===== src/rtl/core/mfep_pkg.sv =====
// Package for the MIDI track event parser.
// Holds parse phase, event kind, status and meta type codes, the event struct and the meta packing table.
// No dependencies.
package mfep_pkg;

  // Parse phases
  localparam logic [3:0] PH_DELTA     = 4'd0;
  localparam logic [3:0] PH_STATUS    = 4'd1;
  localparam logic [3:0] PH_DATA1     = 4'd2;
  localparam logic [3:0] PH_DATA2     = 4'd3;
  localparam logic [3:0] PH_META_TYPE = 4'd4;
  localparam logic [3:0] PH_META_LEN  = 4'd5;
  localparam logic [3:0] PH_META_BODY = 4'd6;
  localparam logic [3:0] PH_SYX_LEN   = 4'd7;
  localparam logic [3:0] PH_SYX_BODY  = 4'd8;

  // Event kinds
  localparam logic [3:0] KIND_NOTE_OFF   = 4'd0;
  localparam logic [3:0] KIND_NOTE_ON    = 4'd1;
  localparam logic [3:0] KIND_KEY_PRESS  = 4'd2;
  localparam logic [3:0] KIND_CONTROL    = 4'd3;
  localparam logic [3:0] KIND_PROGRAM    = 4'd4;
  localparam logic [3:0] KIND_CHAN_PRESS = 4'd5;
  localparam logic [3:0] KIND_PITCH      = 4'd6;
  localparam logic [3:0] KIND_META       = 4'd7;
  localparam logic [3:0] KIND_SYSEX      = 4'd8;
  localparam logic [3:0] KIND_INVALID    = 4'd9;

  // Status nibbles and special status bytes
  localparam logic [3:0] HI_NOTE_OFF   = 4'h8;
  localparam logic [3:0] HI_NOTE_ON    = 4'h9;
  localparam logic [3:0] HI_KEY_PRESS  = 4'hA;
  localparam logic [3:0] HI_CONTROL    = 4'hB;
  localparam logic [3:0] HI_PROGRAM    = 4'hC;
  localparam logic [3:0] HI_CHAN_PRESS = 4'hD;
  localparam logic [3:0] HI_PITCH      = 4'hE;
  localparam logic [3:0] HI_SYSTEM     = 4'hF;
  localparam logic [7:0] STATUS_META   = 8'hFF;

  // Meta types
  localparam logic [7:0] META_SEQ_NUM   = 8'h00;
  localparam logic [7:0] META_CHAN_PFX  = 8'h20;
  localparam logic [7:0] META_END_TRACK = 8'h2F;
  localparam logic [7:0] META_TEMPO     = 8'h51;
  localparam logic [7:0] META_SMPTE     = 8'h54;
  localparam logic [7:0] META_TIME_SIG  = 8'h58;
  localparam logic [7:0] META_KEY_SIG   = 8'h59;

  typedef struct packed {
    logic [3:0]  kind;
    logic [3:0]  channel;
    logic [27:0] delta;
    logic [7:0]  p1;
    logic [31:0] p2;
    logic [27:0] blen;
    logic [13:0] pitch;
  } evt_t;

  // Payload bytes packed big-endian for a meta type
  function automatic logic [2:0] pack_size(input logic [7:0] t);
    logic [2:0] n;
    case (t)
      META_TEMPO:    n = 3'd3;
      META_TIME_SIG: n = 3'd4;
      META_KEY_SIG:  n = 3'd2;
      default:       n = 3'd0;
    endcase
    return n;
  endfunction

endpackage


===== src/rtl/core/midi_file_event_parser.sv =====
// Standard MIDI file track event parser, top level.
// Input register, parser core and result register. Depends on mfep_pkg,
// mfep_parser and mfep_out_reg.
//
// Usage:
//   Input channel: one track byte per beat on in_data_byte, with
//   in_track_start high on the first byte of a track (a delta byte).
//   Result channel: one decoded event per beat on the out_ ports, given on
//   the byte that completes an event; bytes inside an event give no beat.
//   Path: the byte that ends an event is held in the input register, decoded
//   by the parser core and loaded into the result register, raising out_valid.
//   Throughput: one byte per cycle while no result waits on out_ready; the
//   phase machine sits between the input and result registers.
//   Stall: while a result waits on out_ready, the next byte is held in the
//   input register and in_ready stays low until the waiting result is taken.
//   Reset: rst_n low clears both valid flags and returns the parser to the
//   delta-time phase with all accumulators zero.
module midi_file_event_parser #(
  parameter int MAX_VLQ_BYTES = 4
) (
  input  logic        clk,
  input  logic        rst_n,
  input  logic        in_valid,
  output logic        in_ready,
  input  logic [7:0]  in_data_byte,
  input  logic        in_track_start,
  output logic        out_valid,
  input  logic        out_ready,
  output logic [3:0]  out_event_kind,
  output logic [3:0]  out_channel,
  output logic [27:0] out_delta_ticks,
  output logic [7:0]  out_first_param,
  output logic [31:0] out_second_param,
  output logic [27:0] out_body_length,
  output logic [13:0] out_pitch_value
);
  import mfep_pkg::*;

  logic       in_valid_r, in_valid_nxt;
  logic [7:0] byte_r;
  logic       start_r;
  logic       slot_free;
  logic       go;
  logic       res_valid;
  evt_t       res;
  evt_t       out_evt;

  // Process the held byte whenever the result slot can take its event
  assign go       = in_valid_r && slot_free;
  assign in_ready = !in_valid_r || slot_free;

  assign in_valid_nxt = (in_valid && in_ready) || (in_valid_r && !go);

  always_ff @(posedge clk) begin
    if (!rst_n) begin
      in_valid_r <= 1'b0;
    end else begin
      in_valid_r <= in_valid_nxt;
    end
  end

  // Capture input beat
  always_ff @(posedge clk) begin
    if (in_valid && in_ready) begin
      byte_r  <= in_data_byte;
      start_r <= in_track_start;
    end
  end

  mfep_parser #(
    .MAX_VLQ_BYTES(MAX_VLQ_BYTES)
  ) u_parser (
    .clk        (clk),
    .rst_n      (rst_n),
    .go         (go),
    .data_byte  (byte_r),
    .track_start(start_r),
    .res_valid  (res_valid),
    .res        (res)
  );

  mfep_out_reg u_out_reg (
    .clk       (clk),
    .rst_n     (rst_n),
    .load      (go),
    .load_valid(res_valid),
    .load_evt  (res),
    .slot_free (slot_free),
    .out_valid (out_valid),
    .out_ready (out_ready),
    .out_evt   (out_evt)
  );

  assign out_event_kind   = out_evt.kind;
  assign out_channel      = out_evt.channel;
  assign out_delta_ticks  = out_evt.delta;
  assign out_first_param  = out_evt.p1;
  assign out_second_param = out_evt.p2;
  assign out_body_length  = out_evt.blen;
  assign out_pitch_value  = out_evt.pitch;

endmodule


===== src/rtl/core/mfep_parser.sv =====
// Parse phase machine and accumulators of the MIDI track event parser.
// Decodes one byte per enabled cycle into an optional event. Depends on mfep_pkg.
module mfep_parser #(
  parameter int MAX_VLQ_BYTES = 4
) (
  input  logic          clk,
  input  logic          rst_n,
  input  logic          go,
  input  logic [7:0]    data_byte,
  input  logic          track_start,
  output logic          res_valid,
  output mfep_pkg::evt_t res
);
  import mfep_pkg::*;

  logic [3:0]  phase_r, phase_nxt;
  logic [27:0] delta_r, delta_nxt;
  logic [2:0]  cnt_r, cnt_nxt;
  logic [7:0]  status_r, status_nxt;
  logic [7:0]  mtype_r, mtype_nxt;
  logic [27:0] len_r, len_nxt;
  logic [27:0] left_r, left_nxt;
  logic [31:0] payload_r, payload_nxt;
  logic [7:0]  first_r, first_nxt;

  logic [3:0]  ph;
  logic        vlq_done;
  logic [27:0] body_idx;
  logic [31:0] meta_p2;

  // Next state and event decode for the byte in hand
  always_comb begin
    phase_nxt   = phase_r;
    delta_nxt   = delta_r;
    cnt_nxt     = cnt_r;
    status_nxt  = status_r;
    mtype_nxt   = mtype_r;
    len_nxt     = len_r;
    left_nxt    = left_r;
    payload_nxt = payload_r;
    first_nxt   = first_r;
    res_valid   = 1'b0;
    res.kind    = KIND_INVALID;
    res.p1      = 8'h00;
    res.p2      = 32'h0;
    res.blen    = 28'h0;
    res.pitch   = 14'h0;
    vlq_done    = 1'b0;
    body_idx    = 28'h0;
    meta_p2     = 32'h0;

    // restart at a delta on track start
    if (track_start) begin
      phase_nxt = PH_DELTA;
      delta_nxt = 28'h0;
      cnt_nxt   = 3'd0;
    end
    ph = phase_nxt;

    case (ph)
      PH_DELTA: begin
        delta_nxt = {delta_nxt[20:0], data_byte[6:0]};
        cnt_nxt   = cnt_nxt + 3'd1;
        if (!data_byte[7] || cnt_nxt >= 3'(MAX_VLQ_BYTES)) begin
          phase_nxt = PH_STATUS;
        end
      end
      PH_STATUS: begin
        status_nxt = data_byte;
        if (data_byte[7:4] inside {[HI_NOTE_OFF:HI_PITCH]}) begin
          phase_nxt = PH_DATA1;
        end else if (data_byte == STATUS_META) begin
          phase_nxt = PH_META_TYPE;
        end else if (data_byte[7:4] == HI_SYSTEM &&
                     data_byte[3:0] inside {4'h0, 4'h7}) begin
          len_nxt   = 28'h0;
          cnt_nxt   = 3'd0;
          phase_nxt = PH_SYX_LEN;
        end else begin
          res_valid = 1'b1;
          res.kind  = KIND_INVALID;
        end
      end
      PH_DATA1: begin
        first_nxt = data_byte;
        if (status_r[7:4] == HI_PROGRAM) begin
          res_valid = 1'b1;
          res.kind  = KIND_PROGRAM;
          res.p1    = data_byte;
        end else if (status_r[7:4] == HI_CHAN_PRESS) begin
          res_valid = 1'b1;
          res.kind  = KIND_CHAN_PRESS;
          res.p1    = data_byte;
        end else begin
          phase_nxt = PH_DATA2;
        end
      end
      PH_DATA2: begin
        res_valid = 1'b1;
        res.p1    = first_r;
        res.p2    = {24'h0, data_byte};
        case (status_r[7:4])
          HI_NOTE_OFF:  res.kind = KIND_NOTE_OFF;
          HI_NOTE_ON:   res.kind = (data_byte == 8'h00) ? KIND_NOTE_OFF : KIND_NOTE_ON;
          HI_KEY_PRESS: res.kind = KIND_KEY_PRESS;
          HI_CONTROL:   res.kind = KIND_CONTROL;
          default: begin
            res.kind  = KIND_PITCH;
            res.pitch = {data_byte[6:0], first_r[6:0]};
          end
        endcase
      end
      PH_META_TYPE: begin
        mtype_nxt = data_byte;
        len_nxt   = 28'h0;
        cnt_nxt   = 3'd0;
        phase_nxt = PH_META_LEN;
      end
      PH_META_LEN, PH_SYX_LEN: begin
        len_nxt  = {len_nxt[20:0], data_byte[6:0]};
        cnt_nxt  = cnt_nxt + 3'd1;
        vlq_done = !data_byte[7] || cnt_nxt >= 3'(MAX_VLQ_BYTES);
        if (vlq_done) begin
          left_nxt = len_nxt;
          if (ph == PH_META_LEN) begin
            payload_nxt = 32'h0;
          end
          if (len_nxt == 28'h0) begin
            res_valid = 1'b1;
          end else begin
            phase_nxt = (ph == PH_META_LEN) ? PH_META_BODY : PH_SYX_BODY;
          end
        end
      end
      PH_META_BODY: begin
        body_idx = len_r - left_r;
        if (body_idx < {25'h0, pack_size(mtype_r)}) begin
          payload_nxt = {payload_r[23:0], data_byte};
        end
        left_nxt = left_r - 28'd1;
        if (left_nxt == 28'h0) begin
          res_valid = 1'b1;
        end
      end
      PH_SYX_BODY: begin
        left_nxt = left_r - 28'd1;
        if (left_nxt == 28'h0) begin
          res_valid = 1'b1;
        end
      end
      default: begin
        phase_nxt = PH_DELTA;
        delta_nxt = 28'h0;
        cnt_nxt   = 3'd0;
      end
    endcase

    // fill meta and sysex fields from the updated length and payload
    if (pack_size(mtype_nxt) != 3'd0) begin
      meta_p2 = payload_nxt;
    end else if (mtype_nxt inside {META_SEQ_NUM, META_CHAN_PFX, META_END_TRACK, META_SMPTE}) begin
      meta_p2 = 32'h0;
    end else begin
      meta_p2 = {4'h0, len_nxt};
    end
    if (ph == PH_META_LEN || ph == PH_META_BODY) begin
      res.kind = KIND_META;
      res.p1   = mtype_nxt;
      res.p2   = meta_p2;
      res.blen = len_nxt;
    end else if (ph == PH_SYX_LEN || ph == PH_SYX_BODY) begin
      res.kind = KIND_SYSEX;
      res.blen = len_nxt;
    end

    res.channel = status_nxt[3:0];
    res.delta   = delta_nxt;

    // an emitted event restarts at a delta
    if (res_valid) begin
      phase_nxt = PH_DELTA;
      delta_nxt = 28'h0;
      cnt_nxt   = 3'd0;
    end
  end

  // Advance state on each processed byte
  always_ff @(posedge clk) begin
    if (!rst_n) begin
      phase_r   <= PH_DELTA;
      delta_r   <= 28'h0;
      cnt_r     <= 3'd0;
      status_r  <= 8'h00;
      mtype_r   <= 8'h00;
      len_r     <= 28'h0;
      left_r    <= 28'h0;
      payload_r <= 32'h0;
      first_r   <= 8'h00;
    end else if (go) begin
      phase_r   <= phase_nxt;
      delta_r   <= delta_nxt;
      cnt_r     <= cnt_nxt;
      status_r  <= status_nxt;
      mtype_r   <= mtype_nxt;
      len_r     <= len_nxt;
      left_r    <= left_nxt;
      payload_r <= payload_nxt;
      first_r   <= first_nxt;
    end
  end

`ifndef NO_ASSERTIONS
  a_reset_phase: assert property (@(posedge clk)
    $past(!rst_n) && rst_n |-> phase_r == PH_DELTA && cnt_r == 3'd0)
    else $error("parser not at delta after reset");

  a_emit_restart: assert property (@(posedge clk) disable iff (!rst_n)
    go && res_valid |=> phase_r == PH_DELTA && cnt_r == 3'd0 && delta_r == 28'h0)
    else $error("event did not restart delta parsing");

  a_pitch_only: assert property (@(posedge clk) disable iff (!rst_n)
    res_valid && res.kind != KIND_PITCH |-> res.pitch == 14'h0)
    else $error("pitch value on a non pitch-wheel event");

  a_blen_only: assert property (@(posedge clk) disable iff (!rst_n)
    res_valid && res.kind != KIND_META && res.kind != KIND_SYSEX |-> res.blen == 28'h0)
    else $error("body length on a channel or invalid event");
`endif

endmodule


===== src/rtl/core/mfep_out_reg.sv =====
// Result register of the MIDI track event parser.
// Holds one decoded event until the receiver takes it. Depends on mfep_pkg.
module mfep_out_reg (
  input  logic           clk,
  input  logic           rst_n,
  input  logic           load,
  input  logic           load_valid,
  input  mfep_pkg::evt_t load_evt,
  output logic           slot_free,
  output logic           out_valid,
  input  logic           out_ready,
  output mfep_pkg::evt_t out_evt
);
  import mfep_pkg::*;

  logic out_valid_r, out_valid_nxt;
  evt_t evt_r;

  // Slot takes a new beat when empty or draining this cycle
  assign slot_free     = !out_valid_r || out_ready;
  assign out_valid_nxt = slot_free ? (load && load_valid) : out_valid_r;

  always_ff @(posedge clk) begin
    if (!rst_n) begin
      out_valid_r <= 1'b0;
    end else begin
      out_valid_r <= out_valid_nxt;
    end
  end

  // Capture payload only with a new event
  always_ff @(posedge clk) begin
    if (slot_free && load && load_valid) begin
      evt_r <= load_evt;
    end
  end

  assign out_valid = out_valid_r;
  assign out_evt   = evt_r;

endmodule


===== config.mk =====
export PLATFORM = sky130hd
export DESIGN_NAME = midi_file_event_parser
export DESIGN_NICKNAME = d
export VERILOG_FILES = /design/src/rtl/core/mfep_pkg.sv /design/src/rtl/core/midi_file_event_parser.sv /design/src/rtl/core/mfep_parser.sv /design/src/rtl/core/mfep_out_reg.sv
export SDC_FILE = /design/constraint.sdc
export NUM_CORES = 1
export LEC_CHECK = 0
export BUFFER_PORTS_ARGS = -buffer_cell sky130_fd_sc_hd__buf_4
export CAP_MARGIN = 20
export CORE_MARGIN = 4
export CORE_UTILIZATION = 37
export DETAILED_ROUTE_END_ITERATION = 10
export GPL_ROUTABILITY_DRIVEN = 0
export PLACE_DENSITY_LB_ADDON = 0.1
export SYNTH_ARGS = -nofsm -noshare
export SYNTH_HDL_FRONTEND = slang
export SYNTH_SLANG_ARGS = --single-unit

===== constraint.sdc =====
create_clock -name clk -period 15.7 [get_ports clk]
set_input_delay 0.785 -clock clk [delete_from_list [all_inputs] [get_ports clk]]
set_output_delay 0.785 -clock clk [all_outputs]
set_load 0.01 [all_outputs]

Word level (Yosys, flattened, before mapping):

Cells that the tools add are included.

* register bits after elaboration: 276
* input port bits: 13
* output and inout bits: 120
* logic and storage cells: 154

* add/sub/neg operators: 3
* order comparisons: 4
* equality and inequality tests: 27
* multiplexer cells: 60
* bitwise logic cells: 1
* reduce and logical (&&, ||, !) cells: 38

Operators with widths (count)
* 28-bit 2-to-1 mux: 9
* 32-bit 2-to-1 mux: 4
* 28-bit one-hot mux with 2 select lines: 2
* 28-bit one-hot mux with 3 select lines: 1
* 32-bit one-hot mux with 2 select lines: 1
* 4-bit 2-to-1 mux: 15
* 8-bit by 7-bit == test with 1-bit output, second input constant: 7
* 28-bit logical NOT: 2
* 40-bit 2-to-1 mux: 1
* 4-bit == test, second input constant: 8
* 8-bit 2-to-1 mux: 4
* 28-bit by 3-bit less-than comparator with 1-bit output: 1
* 28-bit by 1-bit subtractor with 28-bit output, second input constant: 1
* 28-bit subtractor: 1
* 3-bit one-hot mux with 3 select lines: 3
* 4-bit one-hot mux with 6 select lines: 1
* 4-bit by 3-bit == test with 1-bit output, second input constant: 5
* 3-bit 2-to-1 mux: 6
* 8-bit by 6-bit == test with 1-bit output, second input constant: 2
* 8-bit logical NOT: 2
* 4-bit one-hot mux with 4 select lines: 1
* 8-bit one-hot mux with 2 select lines: 1
* 1-bit 2-to-1 mux: 9
* 4-bit by 2-bit == test with 1-bit output, second input constant: 2
* other kinds (24): 44

Longest topological paths before layout:

* depth in word-level cells: 10
* gate-level depth with buffers: 18
* gate-level depth less buffers: 16

Cells and area by module:

Synthesis repeated with hierarchy kept, for this count alone.

* cell total of the unflattened synthesis: 1430
* area, all modules: 14047.2 µm²

Modules (own cells, without submodules)
* mfep_parser: instances 1, cells an instance 1292, area each 10103.4 µm², seq. area each 2942.8 µm²
* mfep_out_reg: instances 1, cells an instance 123, area each 3608.5 µm², seq. area each 3563.4 µm²
* midi_file_event_parser: instances 1, cells an instance 15, area each 335.3 µm², seq. area each 290.3 µm²

Worst setup path before layout:

OpenSTA, ideal clock, no wires.

* kind: register to register
* start: register u_parser.left_r[2]
* end: register u_out_reg.evt_r, in the netlist u_out_reg.out_evt[0] (enable)
* library setup time: 596 ps
* arrival time: 7292 ps
* data required time: 15104 ps
* slack: 7812 ps
* cell stages (with the launch flop): 13
* path buffers: 2
* period minus slack after synthesis: 7888 ps
* cell sequence: dfxtp_1 -> nor4_1 -> and2_1 -> nand2_1 -> or4_1 -> clkbuf_1 -> nor3_1 -> a31oi_1 -> o32ai_1 -> and4b_1 -> nor2_2 -> buf_2 -> nor2_1

* longest elaborated chain between the ends: 5

Ends and longest elaborated chain
* from (decl): RTL line mfep_parser.sv:22 `logic [27:0] left_r, left_nxt;`
* from (signal assigned): RTL line mfep_parser.sv:206 `left_r <= left_nxt;`
* 28-bit by 1-bit subtractor with 28-bit output: RTL line mfep_parser.sv:140, mfep_parser.sv:146
* 28-bit logical NOT: RTL line mfep_parser.sv:141, mfep_parser.sv:147
* 1-bit 2-to-1 mux: RTL line mfep_parser.sv:141, mfep_parser.sv:147
* 1-bit one-hot mux with 5 select lines: RTL line mfep_parser.sv:60 `case (ph)`
* 1-bit logical AND: RTL line mfep_out_reg.sv:33 `if (slot_free && load && load_valid) begin`
* to (signal assigned): RTL line mfep_out_reg.sv:34 `evt_r <= load_evt;`
* to (decl): RTL line mfep_out_reg.sv:17 `evt_t evt_r;`

Every way passes these cells.
A chain may end at the register's enable or synchronous reset.

Worst setup path after layout:

* start: register u_parser.left_r[2]
* end: register u_out_reg.evt_r, in the netlist u_out_reg.out_evt[64] (enable)

The elaborated chain is that of the path after synthesis.

==> flow_summary.toml <==
[worst_setup_path]
rr_worst_depth = 13
crit_buf_inv = 3
r2r-start = "u_parser.left_r[2]"
worstPathRequired_ps = 15910
cp.depth = 13
path_max_fanout = 64
path_common_cell = "buf_4"
crit_type = "reg -> reg"
ff2ff_setup_slack_ps = 10820
path_cells = "nor4_1 > and2_1 > nand2_1 > or4_1 > nor2_1 > a31oi_1 > o32ai_1 > and4b_1 > nor2_2 > buf_4 > nor2_4 > buf_4 > buf_4"
cp_slowest_cell = "buf_4"
start_kind = "flop"
cpPeakStageDelay_ps = 760
cp.arrival_ps = 5090
cp-end-kind = "flop"
regToRegEndpoint = "u_out_reg.out_evt[64]"
crit_family = "simple AND/OR/NAND/NOR gates"

[sta]
tns_ps = 0
rsz0062_at_grt = "false"
min_period_over_period = 0.311
period_minus_slack_ps = 4880
hold_viol_final = 0
slew_headroom = 0.343
setup_viol = 0
fin_skew_ps = 19.2
slew_viol_final = 0
worst_pin_slew_ps = 985
fmax_mhz = 205

[finish]
drive_above_1_share = 0.157
layout_common_cells = "nand2_1 (211), buf_4 (161), dfxtp_1 (149)"
area_growth_pct = 15.9
nFillCells = 3959
nets = 1771
antenna_cells = 0
final_common_cell = "nand2_1"

[yosys]
dominantRegCellSynth = "dfxtp_1"
synthDistinctLibCells = 79
syn_area_per_cell_um2 = 9.09
ys_warn_count = 0
synth_edf_count = 127
ys_seq_elements = 276
yosysSeqAreaShare = 0.447
syn_nets = 1719
async_reset_ff_frac = 0
synth.cell_area_mm2 = 0.0152
syn_inst = 1673

[global_routing]
grt_overflow = 0
grt_antenna_before_repair = 0
grt_pass1_wl_um = 75100
grt_max_degree = 79
grt_pass1_vias = 12491
track_usage = 0.211

[pwr]
seqPwrFrac = 0.482
powerDensity_mw_per_mm2 = 89.7
intPower_mw = 1.22
power_mw = 1.58
power.share.combinational = 0.033
vdd_drop_max_v = 0.0000855
p_leak_nw = 6.72
p_sw_mw = 0.359
p_clk_frac = 0.486
switching_share = 0.227

[floorplanning]
die_h_um = 211
core_area_mm2 = 0.0402
rows = 73
start_util = 0.378
die_area_mm2 = 0.0444
io_pins = 133
die_x_um = 211

[min_path]
hp-class = "in -> reg"
min_to = "byte_r[7]"
whs_path_depth = 1
hold_start = "in_data_byte[7]"

[cts]
cts_resized = 0
clk_path_buf_depth = 3
cts_setup_buffers = 0
cts_tree = "built"
h-tree-depth = 1
insertion_delay_ps = 590
cts_buffers = 31
cts.reportedPaths.clkPinSlew_ps = 70
cts_hold_buf = 0
cts_sinks = 276
clock_tree.root_cell = "clkbuf_16"

[place]
hpwl_um = 32500
numPortBuffers = 132

[status]
status = "completed"

[drt]
first_pass_iters = 5
viasPerCell = 5.79
wl_per_cell_um = 21.5
first_iter_violations = 871
postRouteAntennaNets = 0
drcViolationCount = 0
vias = 13169
wirelength_um = 48900

[job]
cap_violations = 0
[per-layer routing]
metal / share of wire / vias to the layer above / track usage
li1: - / 6256 / -
met1: 0.46 / 6455 / 0.302
met2: 0.46 / 400 / 0.342
met3: 0.056 / 58 / 0.0306
met4: 0.020 / 0 / 0.0465
met5: 0 / - / 0
[how the worst max path moves through the flow]
stage | startpoint | to | slack, ps
floorplan | u_parser.left_r[2] | u_out_reg.out_evt[0] | 7810
global placement | u_parser.left_r[2] | u_out_reg.out_evt[59] | 10930
detailed placement | u_parser.left_r[2] | u_out_reg.out_evt[59] | 10830
CTS | u_parser.left_r[2] | u_out_reg.out_evt[71] | 10810
global route | u_parser.left_r[2] | u_out_reg.out_evt[59] | 10510
finish | u_parser.left_r[2] | u_out_reg.out_evt[64] | 10820
[cell usage after synthesis (32+ instances only)]
master | instances | area [µm²]
nand2_1 | 211 | 792
dfxtp_1 | 149 | 2980
edfxtp_1 | 127 | 3810
clkbuf_1 | 108 | 405
nor2_1 | 105 | 394
a21oi_1 | 99 | 495
o21ai_0 | 81 | 405
a22o_1 | 66 | 578
a22oi_1 | 56 | 420
inv_1 | 56 | 210
nand3_1 | 51 | 255
a21boi_0 | 47 | 353
nor2b_1 | 43 | 269
and2_1 | 35 | 219
nor3_1 | 33 | 165
ha_1 | 32 | 400
[layout make-up]
class / instances / area (µm²) / share of cell area
Multi-Input combinational cell: 1197 / 7620 / 0.433
Sequential cell: 276 / 6800 / 0.386
Timing Repair Buffer: 163 / 1250 / 0.0710
Clock buffer: 43 / 903 / 0.0513
Tap cell: 525 / 657 / 0.0373
Inverter: 56 / 210 / 0.0119
Clock inverter: 15 / 176 / 0.0100
[state kept, by name, summed over array words and instances, names as in the netlist, 4 cells and up]
name                count
u_parser.len_r         28
u_parser.mtype_r        8
u_out_reg.out_evt     118
u_parser.phase_r        4
u_parser.left_r        28
u_parser.delta_r       28
u_parser.first_r        8
u_parser.status_r       8
byte_r                  8
u_parser.payload_r     32
[power groups by stage]
stage | clock, mW | sequential (mW) | combinational [mW]
finish | 0.767 | 0.761 | 0.0518
global route | 0.814 | 0.761 | 0.0558
CTS | 0.785 | 0.761 | 0.0509
detailed placement | 0 | 0.777 | 0.0509
global placement | 0 | 0.777 | 0.0508
floorplan | 0 | 0.770 | 0.0354
[through the flow]
step / cell area (µm²) / std cells / setup WS [ps] / hold slack [ps] / utilization
after floorplan: 15200 / 1673 / 7810 / 440 / -
after global placement: 16500 / 2215 / 10930 / 450 / 0.410
after detailed placement: 16500 / 2215 / 10830 / 460 / 0.410
after CTS: 17600 / 2273 / 10810 / 345 / 0.437
after global routing: 17600 / 2275 / 10510 / 350 / 0.438
final: 17600 / 2275 / 10820 / 375 / 0.438
[logic make-up (layout without fill, tap and decap cells)]
family	after synthesis	after routing	share of synthesized area
compound gates	528	528	0.245
simple gates	577	577	0.185
mux	45	45	0.0321
flops	276	276	0.447
buf+inv	200	277	0.0550
fa+ha+maj	33	33	0.0277
xor+xnor	14	14	0.00807
(Power assumes the default switching activity.)
